<file path="config.mk">
export PLATFORM = sky130hd
export DESIGN_NAME = nucleotide_char_packer_top
export DESIGN_NICKNAME = d
export VERILOG_FILES = /design/src/hw/rtl/ncp_pkg.sv /design/src/hw/rtl/nucleotide_char_packer_top.sv /design/src/hw/rtl/ncp_packer.sv /design/src/hw/rtl/ncp_out_queue.sv
export SDC_FILE = /design/constraint.sdc
export NUM_CORES = 1
export LEC_CHECK = 0
export BUFFER_PORTS_ARGS = -buffer_cell sky130_fd_sc_hd__buf_2
export CAP_MARGIN = 40
export CELL_PAD_IN_SITES_DETAIL_PLACEMENT = 2
export CELL_PAD_IN_SITES_GLOBAL_PLACEMENT = 2
export CORE_MARGIN = 2
export CORE_UTILIZATION = 35
export CTS_CLUSTER_SIZE = 40
export DETAILED_ROUTE_END_ITERATION = 16
export PLACE_DENSITY = 0.91
export SYNTH_ARGS = -nofsm -noshare
export SYNTH_HDL_FRONTEND = slang
export SYNTH_SLANG_ARGS = --single-unit
</file>
<file path="constraint.sdc">
create_clock -name clk_i -period 6 [get_ports clk_i]
set_input_delay 0.6 -clock clk_i [delete_from_list [all_inputs] [get_ports clk_i]]
set_output_delay 0.6 -clock clk_i [all_outputs]
set_load 0.01 [all_outputs]
</file>
<file path="src/hw/rtl/ncp_pkg.sv">
// shared types, constants and the character code table for the nucleotide packer
package ncp_pkg;

  // code width selection held in the mode register
  typedef enum logic [1:0] {
    MODE_2BIT = 2'd0,
    MODE_3BIT = 2'd1,
    MODE_4BIT = 2'd2,
    MODE_RSVD = 2'd3
  } mode_e;

  // register index of the mode register on the configuration port
  localparam logic REG_CODE_MODE = 1'b0;

  // result status codes
  localparam logic STATUS_OK  = 1'b0;
  localparam logic STATUS_BAD = 1'b1;

  // code widths
  localparam logic [2:0] WIDTH_2 = 3'd2;
  localparam logic [2:0] WIDTH_3 = 3'd3;
  localparam logic [2:0] WIDTH_4 = 3'd4;

  // result queue depth and its pointer and count widths
  localparam int unsigned QueueDepth = 4;
  localparam int unsigned QueuePtrW  = $clog2(QueueDepth);
  localparam int unsigned QueueCntW  = $clog2(QueueDepth + 1);

  // one result word
  typedef struct packed {
    logic [7:0] packed_byte;
    logic       byte_last;
    logic       status;
  } res_t;

  // outcome of the character lookup
  typedef struct packed {
    logic       valid;
    logic [2:0] width;
    logic [3:0] code;
  } map_t;

  // results produced for one character
  typedef struct packed {
    logic [1:0] count;
    res_t       res0;
    res_t       res1;
  } pack_out_t;

  // fold to upper case and look the character up for the active mode
  function automatic map_t map_char(input logic [7:0] ch_in, input mode_e mode);
    logic [7:0] ch;
    map_t       m;
    ch = ch_in;
    if (ch >= "a" && ch <= "z") begin
      ch = ch - 8'd32;
    end
    m = '{valid: 1'b1, width: WIDTH_2, code: 4'd0};
    unique case (mode)
      MODE_2BIT: begin
        m.width = WIDTH_2;
        unique case (ch)
          "A": m.code = 4'd0;
          "C": m.code = 4'd1;
          "G": m.code = 4'd2;
          "T": m.code = 4'd3;
          default: m.valid = 1'b0;
        endcase
      end
      MODE_3BIT: begin
        m.width = WIDTH_3;
        unique case (ch)
          "A": m.code = 4'd0;
          "C": m.code = 4'd1;
          "N": m.code = 4'd2;
          "-": m.code = 4'd3;
          "G": m.code = 4'b0110;
          "T": m.code = 4'b0111;
          default: m.valid = 1'b0;
        endcase
      end
      MODE_4BIT: begin
        m.width = WIDTH_4;
        unique case (ch)
          "A": m.code = 4'd0;
          "C": m.code = 4'd1;
          "R": m.code = 4'd2;
          "K": m.code = 4'd3;
          "B": m.code = 4'd4;
          "D": m.code = 4'd5;
          "S": m.code = 4'd6;
          "N": m.code = 4'd7;
          "-": m.code = 4'd8;
          "W": m.code = 4'd9;
          "H": m.code = 4'd10;
          "V": m.code = 4'd11;
          "M": m.code = 4'd12;
          "Y": m.code = 4'd13;
          "G": m.code = 4'd14;
          "T": m.code = 4'd15;
          default: m.valid = 1'b0;
        endcase
      end
      default: m.valid = 1'b0;
    endcase
    return m;
  endfunction

endpackage

</file>
<file path="src/hw/rtl/nucleotide_char_packer_top.sv">
// top level of the nucleotide character packer: input stage, packer, result queue, mode register
// The block takes one ASCII character per word and packs its 2, 3 or 4 bit code
// (selected by code_mode at byte address 0) MSB first into bytes; a full byte
// leaves as a result word, and a character marked last flushes a zero-padded
// partial byte marked last. A character the mode does not accept gives one
// error word (byte 0, last 1, status 1) and drops pending bits. Each character
// is registered in the input stage, packed once the queue has room, and its zero
// to two result words go into a four-word queue; a new character is taken every
// cycle while the queue has room for two words, so the sustained rate is one
// character per cycle whenever no more than one byte leaves per character, and
// is set by the single-word output port otherwise. A character passes the input
// stage register and the result queue before its first result word leaves.
module nucleotide_char_packer_top (
  input  logic        clk_i,
  input  logic        rst_ni,
  // configuration port
  input  logic        psel,
  input  logic        penable,
  input  logic        pwrite,
  input  logic [2:0]  paddr,
  input  logic [31:0] pwdata,
  output logic [31:0] prdata,
  output logic        pready,
  // character input
  input  logic        in_valid_i,
  output logic        in_ready_o,
  input  logic [7:0]  char_code_i,
  input  logic        last_char_i,
  // packed output
  output logic        out_valid_o,
  input  logic        out_ready_i,
  output logic [7:0]  packed_byte_o,
  output logic        byte_last_o,
  output logic        status_o
);
  import ncp_pkg::*;

  mode_e     mode_q, mode_d;
  logic      cfg_wr;
  logic      stg_valid_q, stg_valid_d;
  logic [7:0] stg_char_q;
  logic      stg_last_q;
  logic      adv;
  logic      room;
  logic      in_acc;
  pack_out_t pack;
  res_t      res;

  // mode register write and read back
  assign pready = 1'b1;
  assign cfg_wr = psel && penable && pwrite && pready && (paddr[2] == REG_CODE_MODE);
  assign mode_d = cfg_wr ? mode_e'(pwdata[1:0]) : mode_q;
  assign prdata = (paddr[2] == REG_CODE_MODE) ? {30'd0, mode_q} : 32'd0;

  always_ff @(posedge clk_i or negedge rst_ni) begin
    if (!rst_ni) begin
      mode_q <= MODE_2BIT;
    end else begin
      mode_q <= mode_d;
    end
  end

  // input stage handshake
  assign adv         = stg_valid_q && room;
  assign in_ready_o  = !stg_valid_q || adv;
  assign in_acc      = in_valid_i && in_ready_o;
  assign stg_valid_d = in_acc || (stg_valid_q && !adv);

  always_ff @(posedge clk_i or negedge rst_ni) begin
    if (!rst_ni) begin
      stg_valid_q <= 1'b0;
    end else begin
      stg_valid_q <= stg_valid_d;
    end
  end

  // input stage payload
  always_ff @(posedge clk_i) begin
    if (in_acc) begin
      stg_char_q <= char_code_i;
      stg_last_q <= last_char_i;
    end
  end

  // packing
  ncp_packer u_packer (
    .clk_i       (clk_i),
    .rst_ni      (rst_ni),
    .en_i        (adv),
    .char_code_i (stg_char_q),
    .last_char_i (stg_last_q),
    .mode_i      (mode_q),
    .pack_o      (pack)
  );

  // result queue
  ncp_out_queue u_queue (
    .clk_i       (clk_i),
    .rst_ni      (rst_ni),
    .push_i      (adv),
    .pack_i      (pack),
    .room_o      (room),
    .out_valid_o (out_valid_o),
    .out_ready_i (out_ready_i),
    .res_o       (res)
  );

  assign packed_byte_o = res.packed_byte;
  assign byte_last_o   = res.byte_last;
  assign status_o      = res.status;

endmodule

</file>
<file path="src/hw/rtl/ncp_packer.sv">
// bit accumulator: appends one code per character and forms up to two result words
module ncp_packer (
  input  logic              clk_i,
  input  logic              rst_ni,
  input  logic              en_i,
  input  logic [7:0]        char_code_i,
  input  logic              last_char_i,
  input  ncp_pkg::mode_e    mode_i,
  output ncp_pkg::pack_out_t pack_o
);
  import ncp_pkg::*;

  logic [7:0]  acc_q, acc_d;
  logic [2:0]  fill_q, fill_d;
  map_t        m;
  logic [10:0] comb;
  logic [3:0]  total;
  logic [2:0]  rem;
  logic        full;
  logic [7:0]  mask;
  logic [7:0]  residue;
  logic [7:0]  byte0;
  logic [7:0]  pad;
  logic        has_pad;
  res_t        full_res;
  res_t        pad_res;

  // lookup and bit merge
  always_comb begin
    m       = map_char(char_code_i, mode_i);
    comb    = ({3'b000, acc_q} << m.width) | {7'b0, m.code};
    total   = {1'b0, fill_q} + {1'b0, m.width};
    full    = total[3];
    rem     = total[2:0];
    byte0   = 8'(comb >> rem);
    mask    = 8'((9'd1 << rem) - 9'd1);
    residue = comb[7:0] & mask;
    pad     = 8'(residue << (4'd8 - {1'b0, rem}));
    has_pad = last_char_i && (rem != 3'd0);
  end

  // result words for this character
  always_comb begin
    full_res = '{packed_byte: byte0, byte_last: last_char_i && (rem == 3'd0),
                 status: STATUS_OK};
    pad_res  = '{packed_byte: pad, byte_last: 1'b1, status: STATUS_OK};
    if (!m.valid) begin
      pack_o.count = 2'd1;
      pack_o.res0  = '{packed_byte: 8'd0, byte_last: 1'b1, status: STATUS_BAD};
      pack_o.res1  = pad_res;
    end else begin
      pack_o.count = {1'b0, full} + {1'b0, has_pad};
      pack_o.res0  = full ? full_res : pad_res;
      pack_o.res1  = pad_res;
    end
  end

  // next accumulator contents
  always_comb begin
    acc_d  = acc_q;
    fill_d = fill_q;
    if (en_i) begin
      if (!m.valid || last_char_i) begin
        acc_d  = 8'd0;
        fill_d = 3'd0;
      end else begin
        acc_d  = residue;
        fill_d = rem;
      end
    end
  end

  // accumulator state
  always_ff @(posedge clk_i or negedge rst_ni) begin
    if (!rst_ni) begin
      acc_q  <= 8'd0;
      fill_q <= 3'd0;
    end else begin
      acc_q  <= acc_d;
      fill_q <= fill_d;
    end
  end

endmodule

</file>
<file path="src/hw/rtl/ncp_out_queue.sv">
// result queue: takes up to two words per cycle, gives one word per cycle while the output is ready
module ncp_out_queue (
  input  logic               clk_i,
  input  logic               rst_ni,
  input  logic               push_i,
  input  ncp_pkg::pack_out_t pack_i,
  output logic               room_o,
  output logic               out_valid_o,
  input  logic               out_ready_i,
  output ncp_pkg::res_t      res_o
);
  import ncp_pkg::*;

  res_t                 entry_q [QueueDepth];
  logic [QueuePtrW-1:0] wr_q, wr_d;
  logic [QueuePtrW-1:0] rd_q, rd_d;
  logic [QueueCntW-1:0] cnt_q, cnt_d;
  logic [QueuePtrW-1:0] wr_next;
  logic [1:0]           n_push;
  logic                 pop;

  // pointer and count updates
  always_comb begin
    n_push  = push_i ? pack_i.count : 2'd0;
    pop     = out_valid_o && out_ready_i;
    wr_next = wr_q + QueuePtrW'(1);
    wr_d    = wr_q + QueuePtrW'(n_push);
    rd_d    = rd_q + QueuePtrW'(pop);
    cnt_d   = cnt_q + QueueCntW'(n_push) - QueueCntW'(pop);
  end

  // room for a full pair of words
  assign room_o      = cnt_q <= QueueCntW'(QueueDepth - 2);
  assign out_valid_o = cnt_q != '0;
  assign res_o       = entry_q[rd_q];

  // queue control
  always_ff @(posedge clk_i or negedge rst_ni) begin
    if (!rst_ni) begin
      wr_q  <= '0;
      rd_q  <= '0;
      cnt_q <= '0;
    end else begin
      wr_q  <= wr_d;
      rd_q  <= rd_d;
      cnt_q <= cnt_d;
    end
  end

  // word storage
  always_ff @(posedge clk_i) begin
    if (n_push != 2'd0) begin
      entry_q[wr_q] <= pack_i.res0;
    end
    if (n_push == 2'd2) begin
      entry_q[wr_next] <= pack_i.res1;
    end
  end

endmodule
</file>
==> run_results.csv <==
group,metric,value,unit
synthesis,synth-seq-area-share,0.332,
synthesis,ys_types,89,
synthesis,avgSynthCellArea,9.22,µm²
place,dp_hpwl,15400,µm
route,vias,5367,
sta,fin_skew,0.0128,ns
sta,max_slew_margin,0.320,
cts,hold_buffers,0,
cts,cts_max_path_buffers,2,
floorplan,rows,46,
cts,cts_made_buffers,9,
final_layout,multi_input_comb_area,0.00344,mm²
floorplan,start_util,0.361,
pwr,p_int,1.67,mW
sta,slew_viol_final,0,
global_routing,grt_pass1_vias,5846,
cts,cts_repair_resize_count,0,
pwr,p_leak,2.35,nW
synthesis,synth-seq-cells,70,
route,via_per_inst,6.21,
final_layout,drive_gt1_frac,0.159,
sta,finalCritPeriodShare,0.864,
synthesis,synth_area,0.00577,mm²
sta,finalCriticalPeriod,5.18,ns
route,wl,21000,µm
route,drt_iter0_markers,383,
global_routing,antenna_found_initial,0,
final_layout,utilization,0.393,
floorplan,core,0.0160,mm²
synthesis,synth_edf_count,41,
setup_path,worst_ep_required_time,6.04,ns
cts,post-cts-setup-buffers,0,
cts,cts_tree,"built",
hold_path,worstHoldPathType,"primary input to async pin",
sta,rsz0062_at_grt,"false",
sta,max_slew.worst_pin.slew,0.994,ns
route,wire_per_inst,24.3,µm
setup_path,cp-end-kind,"register",
place,portBuffers,32,
place,place_congestion,0.920,
route,dr.pass1.iters,4,
floorplan,dieArea,0.0175,mm²
global_routing,grt_pass1_wl,33000,µm
global_routing,grt.overflow.total,0,
global_routing,grt_use_total,0.240,
cts,htreeDepth,3,
outcome,status,"complete, no violations",
floorplan,die_h,132,µm
cts,clock_latency,0.35,ns
final_layout,finalNetCount,713,
floorplan,fp.dieW,132,µm
sta,fin_tns_setup,0,ns
cts,clock_sinks,70,
cts,cts_root_buf,"clkbuf_16",
sta,fmax,0.193,GHz
pwr,net-switching-power,1.80,mW
route,antenna_left,0,
global_routing,grt_max_degree,32,
synthesis,synth_flop_cell,"edfxtp_1",
synthesis,async_flop_share,0.300,
pwr,netSwitchingFraction,0.520,
pwr,pwr-share-seq,0.236,
sta,hold_violations,0,
final_layout,diodes,0,
job,maxCapViolations,0,
floorplan,pin_count,96,
pwr,clkPwrFrac,0.148,
pwr,power_frac_comb,0.615,
final_layout,area_delta_synth_final,8.99,%
setup_path,critPathLaunchType,"register",
final_layout,seq_area,0.00192,mm²
synthesis,synthCells,626,
pwr,peakVddDrop,0.235,mV
setup_path,path_class,"register to register",
setup_path,critical_path.max_fanout,17,
setup_path,arrival,5.23,ns
synthesis,synth_warnings,0,
cts,clkSlewWorstSetupHoldPaths,0.06,ns
sta,finalSetupViolCount,0,
final_layout,num-fill-cells,1845,
route,drc,0,
pwr,pwr_density_cell,552,mW/mm²
setup_path,reg2reg_depth,15,
==> layer usage <==
layer / share of wire / vias up / GRT usage / wire length, µm
li1: - / 2358 / - / -
met1: 0.39 / 2736 / 0.283 / 8240
met2: 0.51 / 203 / 0.420 / 10800
met3: 0.049 / 70 / 0.0410 / 1030
met4: 0.046 / 0 / 0.124 / 973
met5: 0 / - / 0 / 0
==> registers in the layout, indices dropped and copies added (netlist names) <==
register	cells
u_packer.fill_q	3
u_queue.cnt_q	3
stg_valid_q	1
stg_char_q	8
stg_last_q	1
u_queue.wr_q	2
u_queue.entry_q	40
u_queue.rd_q	2
mode_q	2
u_packer.acc_q	8
==> critical path: stages (launching register included) <==
cell and delay (ns):
dfrtp_1 0.73, nor2b_1 0.36, ha_1 0.26, inv_1 0.07, fa_1 0.69, ha_1 0.25, ha_1 0.20, inv_1 0.09
ha_1 0.28, o21ai_0 0.13, xor2_1 0.33, nor4_1 0.09, a211o_1 0.32, o41ai_2 0.72, o21a_2 0.25, o32ai_1 0.12
==> stage by stage <==
step           setup WS, ns  cells  area, µm²  total power [mW]  hold WS (ns)
2_1_floorplan          1.53    655       5880              2.25         0.304
3_3_place_gp           1.19    847       6000              2.70         0.452
3_5_place_dp          0.887    848       6020              2.89         0.475
4_1_cts               0.847    864       6290              3.45         0.255
5_1_grt               0.540    864       6290              3.70         0.269
6_report              0.815    864       6290              3.47         0.238
==> path summary, 6_finish.rpt <==
check / slack, ns / startpoint / endpoint
max: 0.82 / mode_q[0] / u_queue.entry_q[0][6]
min reg2reg: 0.49 / u_queue.entry_q[3][1] / u_queue.entry_q[3][1]
max reg2reg: 0.82 / mode_q[0] / u_queue.entry_q[0][6]
min in group clk_i: 0.43 / char_code_i[4] / stg_char_q[4]
min: 0.24 / rst_ni / mode_q[0]
max in group asynchronous: 5.40 / rst_ni / u_packer.fill_q[0]
==> area by class of cell <==
| type | count | area share |
|---|---|---|
| Inverter | 26 | 0.0155 |
| Clock inverter | 5 | 0.00557 |
| Clock buffer | 11 | 0.0386 |
| Tap cell | 216 | 0.0429 |
| Sequential cell | 70 | 0.305 |
| Timing Repair Buffer | 48 | 0.0457 |
| Multi-Input combinational cell | 488 | 0.547 |
==> cells in the mapped netlist (15+ instances only) <==
library cell  count  area [µm²]
mux2i_1          21         210
edfxtp_1         41        1230
nor2_1           39         146
o22ai_1          21         131
clkbuf_1         19        71.3
dfrtp_1          21         526
ha_1             17         213
a21oi_1          21         105
o21ai_0          28         140
inv_1            25        93.8
nand2_1          57         214
buf_4            34         255
nand3_1          29         145
nor3_1           15        75.1
==> cells by family (layout without fill, tap and decap cells) <==
group | Yosys count | in the layout | share of synthesized area
muxes | 38 | 38 | 0.0949
buffers and inverters | 97 | 90 | 0.0906
xor gates and xnor gates | 16 | 16 | 0.0243
DFF | 70 | 70 | 0.332
other | 2 | 31 | 0.00130
AOI/OAI and AO/OA | 181 | 181 | 0.236
adders and majority gates | 19 | 19 | 0.0438
and+or+nand+nor | 203 | 203 | 0.177
==> placed cells by master, fill, tap and decap left out, drive strengths merged, types with 17 or more instances in the layout <==
cell | Yosys | final
edfxtp | 41 | 41
inv | 25 | 26
dfrtp | 21 | 21
nor2 | 40 | 40
a21oi | 22 | 22
buf | 52 | 48
o21ai | 34 | 34
nand2 | 58 | 58
mux2i | 21 | 21
o22ai | 22 | 22
nand3 | 29 | 29
conb | 2 | 31
ha | 17 | 17
==> power groups by stage <==
stage	Combinational (mW)	Sequential, mW	Clock [mW]
final	2.14	0.821	0.515
after CTS	2.11	0.821	0.516
after detailed placement	2.06	0.828	0
after global placement	1.89	0.802	0
after floorplan	1.56	0.692	0
after global routing	2.32	0.845	0.535
Power figures use the tool's default switching activity.
